<file path="src/hdl/assert_macros.svh">
// ---------------------------------------------------------------------------
// assert_macros.svh
// Assertion helpers shared by the RTL.
// ---------------------------------------------------------------------------
`ifndef ASSERT_MACROS_SVH
`define ASSERT_MACROS_SVH

// Checked at every rising edge, off while reset is low.
`define TST_ASSERT(lbl, clk, rst_n, prop, msg) \
    lbl: assert property (@(posedge clk) disable iff (!rst_n) prop) else $error(msg);

// Checked at every rising edge, reset included.
`define TST_ASSERT_ALWAYS(lbl, clk, prop, msg) \
    lbl: assert property (@(posedge clk) prop) else $error(msg);

`endif

</file>
<file path="src/hdl/tst_pkg.sv">
`timescale 1ns / 1ps
// ---------------------------------------------------------------------------
// tst_pkg
// Types and constants shared by the sighting table cells and the top level.
// ---------------------------------------------------------------------------
package tst_pkg;

    localparam int IDX_W = 8;

    localparam logic [1:0] OUT_UPDATED  = 2'd0;
    localparam logic [1:0] OUT_INSERTED = 2'd1;
    localparam logic [1:0] OUT_DROPPED  = 2'd2;

    localparam logic [3:0] HINT_NONE = 4'd0;

    typedef struct packed {
        logic                valid;
        logic                done;
        logic                ins;
        logic [IDX_W-1:0]    slot;
        logic [47:0]         addr;
        logic [3:0]          kind;
        logic [1:0]          sep;
        logic [1:0]          bat;
        logic [3:0]          hint;
        logic signed [7:0]   rssi;
        logic [31:0]         now;
        logic [1:0]          r_state;
        logic [1:0]          r_bat;
        logic [3:0]          r_hint;
        logic signed [7:0]   r_peak;
        logic [3:0]          r_kind;
        logic [31:0]         r_first;
        logic [31:0]         r_last;
    } chain_t;

endpackage

</file>
<file path="src/hdl/tst_cell.sv">
`timescale 1ns / 1ps
// ---------------------------------------------------------------------------
// tst_cell
// One table entry. Compares the passing item with its key, updates or fills
// itself, and hands the item on, registered, to the next cell in the next cycle.
// ---------------------------------------------------------------------------
module tst_cell #(
    parameter int IDX   = 0,
    parameter int CNT_W = 5
) (
    input  logic             clk,
    input  logic             rst_n,
    input  logic [CNT_W-1:0] used_count,
    input  tst_pkg::chain_t  link_in,
    output tst_pkg::chain_t  link_out
);

    localparam logic [CNT_W-1:0] MY_IDX = CNT_W'(IDX);

    logic [47:0]        key_reg;
    logic [3:0]         kind_reg;
    logic [1:0]         state_reg;
    logic [1:0]         bat_reg;
    logic [3:0]         hint_reg;
    logic signed [7:0]  peak_reg;
    logic [31:0]        first_reg;
    logic [31:0]        last_reg;

    logic [1:0]         state_next;
    logic [1:0]         bat_next;
    logic [3:0]         hint_next;
    logic signed [7:0]  peak_next;
    logic [31:0]        last_next;

    tst_pkg::chain_t    pay_reg;
    tst_pkg::chain_t    pay_next;
    logic               vld_reg;

    logic               searching;
    logic               hit;
    logic               fill;

    assign searching = link_in.valid && !link_in.done;
    assign hit       = searching && (MY_IDX < used_count) && (key_reg == link_in.addr);
    assign fill      = searching && (MY_IDX == used_count);

    always_comb
    begin
        state_next = link_in.sep;
        bat_next   = link_in.bat;
        last_next  = link_in.now;
        hint_next  = (link_in.hint != tst_pkg::HINT_NONE) ? link_in.hint : hint_reg;
        peak_next  = (link_in.rssi > peak_reg) ? link_in.rssi : peak_reg;

        pay_next = link_in;
        if (hit)
        begin
            pay_next.done    = 1'b1;
            pay_next.ins     = 1'b0;
            pay_next.slot    = tst_pkg::IDX_W'(IDX);
            pay_next.r_state = state_next;
            pay_next.r_bat   = bat_next;
            pay_next.r_hint  = hint_next;
            pay_next.r_peak  = peak_next;
            pay_next.r_kind  = kind_reg;
            pay_next.r_first = first_reg;
            pay_next.r_last  = last_next;
        end
        else if (fill)
        begin
            pay_next.done    = 1'b1;
            pay_next.ins     = 1'b1;
            pay_next.slot    = tst_pkg::IDX_W'(IDX);
            pay_next.r_state = link_in.sep;
            pay_next.r_bat   = link_in.bat;
            pay_next.r_hint  = link_in.hint;
            pay_next.r_peak  = link_in.rssi;
            pay_next.r_kind  = link_in.kind;
            pay_next.r_first = link_in.now;
            pay_next.r_last  = link_in.now;
        end
    end

    always_ff @(posedge clk)
    begin
        if (hit)
        begin
            state_reg <= state_next;
            bat_reg   <= bat_next;
            hint_reg  <= hint_next;
            peak_reg  <= peak_next;
            last_reg  <= last_next;
        end
        else if (fill)
        begin
            key_reg   <= link_in.addr;
            kind_reg  <= link_in.kind;
            state_reg <= link_in.sep;
            bat_reg   <= link_in.bat;
            hint_reg  <= link_in.hint;
            peak_reg  <= link_in.rssi;
            first_reg <= link_in.now;
            last_reg  <= link_in.now;
        end
        pay_reg <= pay_next;
    end

    always_ff @(posedge clk or negedge rst_n)
    begin
        if (!rst_n)
        begin
            vld_reg <= 1'b0;
        end
        else
        begin
            vld_reg <= link_in.valid;
        end
    end

    always_comb
    begin
        link_out       = pay_reg;
        link_out.valid = vld_reg;
    end

endmodule
</file>
<file path="config.mk">
export PLATFORM = sky130hd
export DESIGN_NAME = tst_cell
export DESIGN_NICKNAME = d
export VERILOG_FILES = /design/src/hdl/assert_macros.svh /design/src/hdl/tst_pkg.sv /design/src/hdl/tst_cell.sv
export SDC_FILE = /design/constraint.sdc
export NUM_CORES = 1
export LEC_CHECK = 0
export ABC_AREA = 1
export CORE_MARGIN = 2
export CORE_UTILIZATION = 35
export DETAILED_ROUTE_END_ITERATION = 16
export DONT_BUFFER_PORTS = 1
export SETUP_SLACK_MARGIN = 0.05
export SLEW_MARGIN = 20
export SYNTH_ARGS = -nofsm -noshare
export SYNTH_HDL_FRONTEND = slang
export SYNTH_SLANG_ARGS = --single-unit
</file>
<file path="constraint.sdc">
create_clock -name clk -period 2.3 [get_ports clk]
set_input_delay 0 -clock clk [delete_from_list [all_inputs] [get_ports clk]]
set_output_delay 0 -clock clk [all_outputs]
set_load 0.02 [all_outputs]
</file>
==> run summary, run 1 <==
The setup skew after layout was 22.3 ps; the fmax was 0.475 GHz. Cell row count: 64. The maximum root-to-sink buffer count was 3; the net count reported at finish was 1691. Along the worst path, the maximum fanout reaches 45. Measured along the x axis, the die boundary spans 181 um.

The worst setup path is of the reg -> reg kind. Synthesis produced a netlist with a net count of 1483. In this run the worst setup path begins at key_reg[12]$_DFFE_PP_. The share of cells above drive strength 1 is 0.0505, and the leakage power total is 6.89 nW.

The first detailed-routing pass ran for 5 iterations. The post-detailed-placement cell area is 11300 um^2, and the data required time at the worst endpoint is 2680 ps. The run gives 700 as the number of DRC violations after detailed-routing iteration 0.

The flow ran to the end, and the final reports show no timing, DRC or antenna violations. Dividing total power by cell area gives a power density of 802 nW/um^2. TritonCTS built the clock tree. The die covers 32600 um^2. For the cell area after synthesis, the log shows 10900 um^2.

Data arrives at the worst endpoint at 2490 ps. The logs give 11.5 mW for the total power and 291 for the number of sinks on the clock net. Wires add up to 34300 um.

For the initial antenna violation count, the log shows 1. In this run the vertical extent of the chip is 181 um. For hold timing, the worst endpoint is link_out[153]$_DFF_P_. In the post-route analysis, the smallest setup slack over all paths is 197 ps. The logs give 1 for the number of H-tree levels and 0 ps for the final total negative setup slack. Flip-flop count of the largest register, all copies and words added: 194.

Number of distinct library cells after synthesis: 28. The worst register-to-register path has a depth of 12. The number of design rule violations left after detail routing was 0; the global route total overflow was 0. The total of flip-flops plus latches after synthesis was 291; the count of port buffers added during placement was 0. The via count of the first global-routing pass is 8967. Average detailed-routed wire length per instance: 18.0 um. In this run the critical register-to-register path is launched from key_reg[12]$_DFFE_PP_. Post-synthesis sequential area ratio: 0.622.

The transition at the pin with the smallest max-transition slack works out to 792 ps. The critical register-to-register path endpoint is hint_reg[1]$_DFFE_PP_. The part of the cycle the worst path needs was 0.915. VDD sags by at most 0.577 mV.

The tools report the total global routing track utilization as 0.202. The tightest min-delay check is of the in -> reg type. Setup repair after global routing could not meet its margin everywhere. The area of all placed cells without fillers came out at 14400 um^2. Worst-skew pair later-pin latency: 560 ps. The worst setup path is captured at a register.

Dividing the detail-routed via count by the number of cells gives 4.74. During synthesis, Yosys emitted a total of 0 warnings. The logs give 0.356 for the effective utilization at floorplan and 181 ps for the worst setup slack after placement. Once placement completed, the tool counted placed cells totaling 1643. Counting every instance in the synthesized netlist gives 1273. The count of antenna-violating nets left after detailed routing was 0; the clock transition at the registers of the reported paths was 70 ps.

The number of cells on the worst hold path was 1; the number of buffers added by the clock tree synthesis step was 30. The routability congestion estimate was 0.794; the number of placed I/O pins was 397. For the count of endpoints failing hold in the final timing report, the log shows 0. Summed over all nets, the half-perimeter wirelength after detailed placement is 21100 um.

Clock root buffer: sky130_fd_sc_hd__clkbuf_16. In this run the most critical hold path is launched from link_in[153]. The logs give 200 ps for the reg2reg setup slack and 30700 um^2 for the area of the core.

The relative area change from synthesis to final layout came out at 31.7%. The relative slew slack is 0.472, and the total via count after detailed routing is 9006. The final-layout worst hold slack was 25.7 ps; the wire length of the first global-routing pass was 51800 um.

Setup violations remaining at the end of the flow were counted as 0. Entering global routing, the biggest net connects 126 pins. The number of inserted diodes is 0, and the final count of pins violating max slew is 0. The worst setup path is launched from a register. Dividing the synthesized area by the synthesized cell count gives 8.57 um^2. For this run, the number of standard cells in the final layout without fillers is 1901. The number of max-cap violations is 0, and the share of the core filled with cells in the final layout is 0.469.

The time the worst path needs with I/O delays and setup was 2100 ps.
==> logic make-up (layout without fill, tap and decap cells) <==
| kind of cell | count (synthesis) | after routing | synth area share |
|---|---|---|---|
| compound gates | 23 | 23 | 0.0108 |
| xor+xnor | 2 | 2 | 0.00161 |
| fa+ha+maj | 8 | 8 | 0.00917 |
| buf+inv | 168 | 400 | 0.0667 |
| flops | 291 | 291 | 0.622 |
| simple gates | 781 | 781 | 0.290 |
==> Yosys cell counts <==
library cell | n | area (um^2)
sky130_fd_sc_hd__nor2_2 | 1 | 6.26
sky130_fd_sc_hd__dfxtp_1 | 194 | 3880
sky130_fd_sc_hd__nand3_2 | 1 | 10.0
sky130_fd_sc_hd__nand3_4 | 1 | 17.5
sky130_fd_sc_hd__nor2_1 | 69 | 259
sky130_fd_sc_hd__nor4_1 | 1 | 6.26
sky130_fd_sc_hd__inv_2 | 2 | 7.51
sky130_fd_sc_hd__buf_1 | 1 | 3.75
sky130_fd_sc_hd__ha_1 | 8 | 100
sky130_fd_sc_hd__a21o_1 | 1 | 7.51
sky130_fd_sc_hd__nor2_4 | 3 | 33.8
sky130_fd_sc_hd__nor3_1 | 2 | 10.0
sky130_fd_sc_hd__or2_2 | 3 | 18.8
sky130_fd_sc_hd__nand4_1 | 57 | 357
sky130_fd_sc_hd__a21oi_1 | 3 | 15.0
sky130_fd_sc_hd__o21ai_0 | 19 | 95.1
sky130_fd_sc_hd__nor2b_1 | 1 | 6.26
sky130_fd_sc_hd__xor2_1 | 2 | 17.5
sky130_fd_sc_hd__buf_4 | 2 | 15.0
sky130_fd_sc_hd__clkbuf_1 | 10 | 37.5
sky130_fd_sc_hd__nand2_2 | 3 | 18.8
sky130_fd_sc_hd__nand2_1 | 624 | 2340
sky130_fd_sc_hd__dfrtp_1 | 1 | 25.0
sky130_fd_sc_hd__buf_2 | 18 | 90.1
sky130_fd_sc_hd__nand3_1 | 15 | 75.1
sky130_fd_sc_hd__inv_1 | 126 | 473
sky130_fd_sc_hd__edfxtp_1 | 96 | 2880
sky130_fd_sc_hd__buf_6 | 9 | 101
==> cell type report <==
| type | count | area, um^2 |
|---|---|---|
| Clock buffer | 43 | 882 |
| Clock inverter | 13 | 134 |
| Fill cell | 2806 | 16300 |
| Inverter | 128 | 482 |
| Multi-Input combinational cell | 814 | 3410 |
| Sequential cell | 291 | 6790 |
| Tap cell | 396 | 495 |
| Timing Repair Buffer | 216 | 2190 |
==> where the power goes <==
part	switching, mW	internal [mW]	leakage [nW]	total, mW
sequential	0.337	5.51	2.51	5.84
clock	2.07	2.90	0.492	4.97
combinational	0.357	0.364	3.89	0.721
total	2.76	8.77	6.89	11.5
==> worst max-delay path by stage <==
stage                     slack (ps)                endpoint  depth (start not counted)
final                            200   hint_reg[1]$_DFFE_PP_                         12
after CTS                        180   peak_reg[0]$_DFFE_PP_                          9
after floorplan                  330  first_reg[0]$_DFFE_PP_                          4
after global placement           250   peak_reg[6]$_DFFE_PP_                         11
after detailed placement         180   peak_reg[0]$_DFFE_PP_                          9
after global routing             -10   peak_reg[6]$_DFFE_PP_                         13
==> metal layers <==
metal | track usage | vias up | wire length (um)
li1 | - | 4383 | -
met1 | 0.241 | 4174 | 13500
met2 | 0.358 | 384 | 17200
met3 | 0.0473 | 63 | 2690
met4 | 0.0613 | 2 | 826
met5 | 0 | - | 13
==> worst max-delay path, cell delays in order (launching register included) <==
cell and delay, ps:
sky130_fd_sc_hd__edfxtp_1 400, sky130_fd_sc_hd__inv_1 90, sky130_fd_sc_hd__nand2_1 50, sky130_fd_sc_hd__nand2_1 50
sky130_fd_sc_hd__nand2_1 60, sky130_fd_sc_hd__nor2_1 180, sky130_fd_sc_hd__nand2_1 90, sky130_fd_sc_hd__nor2_1 140
sky130_fd_sc_hd__inv_1 60, sky130_fd_sc_hd__nor2_1 110, sky130_fd_sc_hd__nand2_2 80, sky130_fd_sc_hd__buf_4 310
sky130_fd_sc_hd__o21ai_0 280
==> timing repair <==
item,in CTS,in global routing
setup endpoints to repair,0,24
hold buffers,202,0
buffers inserted,0,0
hold endpoints to repair,292,0
resized for setup,0,1
==> cell usage in the layout, fill, tap and decap left out, types with 8 or more instances in the layout <==
cell	n
sky130_fd_sc_hd__ha_1	8
sky130_fd_sc_hd__dlygate4sd3_1	202
sky130_fd_sc_hd__nor2_1	69
sky130_fd_sc_hd__buf_4	9
sky130_fd_sc_hd__dfxtp_1	194
sky130_fd_sc_hd__nand2_1	624
sky130_fd_sc_hd__nand4_1	57
sky130_fd_sc_hd__edfxtp_1	96
sky130_fd_sc_hd__o21ai_0	19
sky130_fd_sc_hd__inv_1	126
sky130_fd_sc_hd__nand3_1	14
sky130_fd_sc_hd__clkbuf_16	32
(Power assumes the default switching activity.)
==> run 2: changes to the inputs <==
--- a/config.mk
+++ b/config.mk
@@ -7,7 +7,8 @@
 export LEC_CHECK = 0
 export ABC_AREA = 1
 export CORE_MARGIN = 2
-export CORE_UTILIZATION = 35
+export CORE_UTILIZATION = 45
+export CTS_BUF_LIST = sky130_fd_sc_hd__clkbuf_4 sky130_fd_sc_hd__clkbuf_8 sky130_fd_sc_hd__clkbuf_16
 export DETAILED_ROUTE_END_ITERATION = 16
 export DONT_BUFFER_PORTS = 1
 export SETUP_SLACK_MARGIN = 0.05
==> run 2 against run 1 <==
Against the previous run: design area fell by 0.65%; routed wire length fell by 0.48%; power rose by 0.16%; critical endpoint is now peak_reg[6]$_DFFE_PP_; flip-flop and latch count did not move; combinational power fell by 0.8%; register-to-register slack improved by 80 ps; worst setup slack improved by 75 ps; maximum frequency rose by 3.7%.
==> run summary, run 2 (synthesis gave the netlist of run 1 again) <==
The run finished with clean final reports. The routability congestion estimate was 0.816; the non-filler instance count after layout was 1823. The number of placed I/O pins is 397, and the number of sinks on the clock net is 291.

For the count of antenna-violating nets left after detailed routing, the log shows 0. Dividing the detail-routed wire length by the instance count gives 18.7 um. STA puts the critical path data arrival time at 2320 ps. Dividing total power by cell area gives a power density of 809 nW/um^2.

The first TritonRoute pass finished after 8 iterations. After the first detailed-routing iteration, the DRC count stood at 733. The first global-routing pass estimated 51200 um of wire. The final count of pins violating max slew was 0; the maximum number of pins on one net before global-route repair was 126. Clock root buffer: sky130_fd_sc_hd__clkbuf_16. The number of H-tree levels is 1.

The most common cell after layout, fill and taps aside is sky130_fd_sc_hd__nand2_1. The tools report the area of the core as 23600 um^2. The clock period could shrink to 2030 ps. Once detailed placement completed, the half-perimeter wirelength came to 20400 um.

The data required time at the worst endpoint was 2590 ps; the via count of the first global-routing pass was 9045. TritonCTS built the clock tree. The floorplan step set the die height to 160 um.

In this run the most critical hold path is launched from link_in[160]. The initialized floorplan defines 56 standard-cell rows. The leakage power total was 6.90 nW; the part of the cycle the worst path needs was 0.882. For the number of inserted diodes, the log shows 0. The initial antenna violation count came out at 0. The top cell types in the final layout, fill and taps aside, are 624 x sky130_fd_sc_hd__nand2_1, 200 x sky130_fd_sc_hd__dlygate4sd3_1, 194 x sky130_fd_sc_hd__dfxtp_1. Summed over all layers, the global routing overflow is 0. The final total negative setup slack came out at 0 ps.

After clock tree synthesis, the setup repair step added 0 buffers. At the pin with the least slew margin, the transition time is 694 ps. The run gives 18.5 ps as the setup skew after layout.

The worst register-to-register path begins at key_reg[2]$_DFFE_PP_. Setup violations remaining at the end of the flow were counted as 0. Setup repair after global routing left no endpoint under its margin. The number of clock buffers added by TritonCTS is 30. In this run the cell area measured after placement is 11200 um^2. Count of port buffers added during placement: 0.

The path with the worst hold slack has its endpoint at link_out[160]$_DFF_P_. The share of cells above drive strength 1 works out to 0.0565. The finished cells cover 14300 um^2. Largest fanout of any net on the critical path: 45. The number of cells on the worst hold path was 1. The run gives 0.462 as the effective utilization at floorplan. From synthesis to final layout, the design area changed by 30.9%. In the final design database the tool counted 1690 nets. The overall die area is 25500 um^2, and the total via count after detailed routing is 9120.

Counting cells, the worst reg-to-reg path comes to 11. The tools report the relative slew slack as 0.538. The register with the most flip-flops in the layout has 194 of them.

The clock passes through at most 3 buffers. The worst-skew pair later-pin latency is 550 ps, and the total wire length after detailed routing is 34100 um. Across the run, the number of max-cap violations was 0. The min-delay analysis places its worst path in the category in -> reg. The cell total after placement is 1567. Dividing the detail-routed via count by the number of cells gives 5.00.

The tools report the total global routing track utilization as 0.256. In the routed design, unresolved DRC markers number 0. The count of endpoints failing hold in the final timing report is 0.

Highest ir drop seen on vdd: 0.622 mV. STA classifies the critical path startpoint as a register. The element type at the critical path end was a register. The endpoint identified for the worst register-to-register timing path is peak_reg[6]$_DFFE_PP_. The critical path in this run is classified as reg -> reg.

Clock-pin slew was measured on the worst setup and hold paths at 70 ps. Fmax: 0.493 GHz. From left edge to right edge, the die measures 160 um. The tools report the reg2reg setup slack as 270 ps.
run 2: timing repair:
action / 4_1_cts / 5_1_grt
gates resized for setup: 0 / 4
setup endpoints to repair: 0 / 12
hold buffers: 200 / 0
hold endpoints to repair: 292 / 0
run 2: layout make-up:
class                      count  area [um^2]
inverter                     128          482
timing repair buffer         215         2170
clock inverter                15          153
multi-input combinational    814         3410
tap                          319          399
sequential                   291         6790
fill                        1921         9330
clock buffer                  41          882
run 2: power breakdown:
| part | total (mW) | internal (mW) | switching [mW] |
|---|---|---|---|
| Clock | 4.99 | 2.93 | 2.06 |
| Combinational | 0.715 | 0.361 | 0.354 |
| Sequential | 5.85 | 5.51 | 0.339 |
run 2: per-layer routing:
layer | GRT usage | routed length, um
met5 | 0 | 0
met2 | 0.451 | 16900
met4 | 0.0860 | 1050
met3 | 0.0662 | 2940
met1 | 0.304 | 13200
run 2: stage by stage:
stage	total power, mW	setup slack (ps)	hold WS (ps)	utilization
2_1_floorplan	6.20	328	-296	-
3_3_place_gp	6.31	226	-296	0.476
3_5_place_dp	6.31	180	-296	0.476
4_1_cts	11.6	171	2.30	0.604
5_1_grt	11.9	60.0	17.8	0.605
6_report	11.6	272	27.3	0.605
run 2: how the worst max path moves through the flow:
stage | slack [ps] | end | start
finish | 270 | peak_reg[6]$_DFFE_PP_ | key_reg[2]$_DFFE_PP_
global route | 60 | peak_reg[6]$_DFFE_PP_ | key_reg[2]$_DFFE_PP_
CTS | 170 | peak_reg[6]$_DFFE_PP_ | peak_reg[7]$_DFFE_PP_
detailed placement | 180 | peak_reg[6]$_DFFE_PP_ | peak_reg[7]$_DFFE_PP_
global placement | 230 | peak_reg[7]$_DFFE_PP_ | peak_reg[7]$_DFFE_PP_
floorplan | 330 | first_reg[0]$_DFFE_PP_ | used_count[2]
run 2: critical path: stages (launching register included):
cell,delay (ps)
sky130_fd_sc_hd__edfxtp_1,420
sky130_fd_sc_hd__nor2_1,150
sky130_fd_sc_hd__nor2_1,80
sky130_fd_sc_hd__nor2_1,170
sky130_fd_sc_hd__nand2_1,70
sky130_fd_sc_hd__nor2_1,150
sky130_fd_sc_hd__nand2_1,70
sky130_fd_sc_hd__nor2_1,130
sky130_fd_sc_hd__nand2_2,90
sky130_fd_sc_hd__buf_6,240
sky130_fd_sc_hd__nand2_1,110
sky130_fd_sc_hd__nand2_1,60
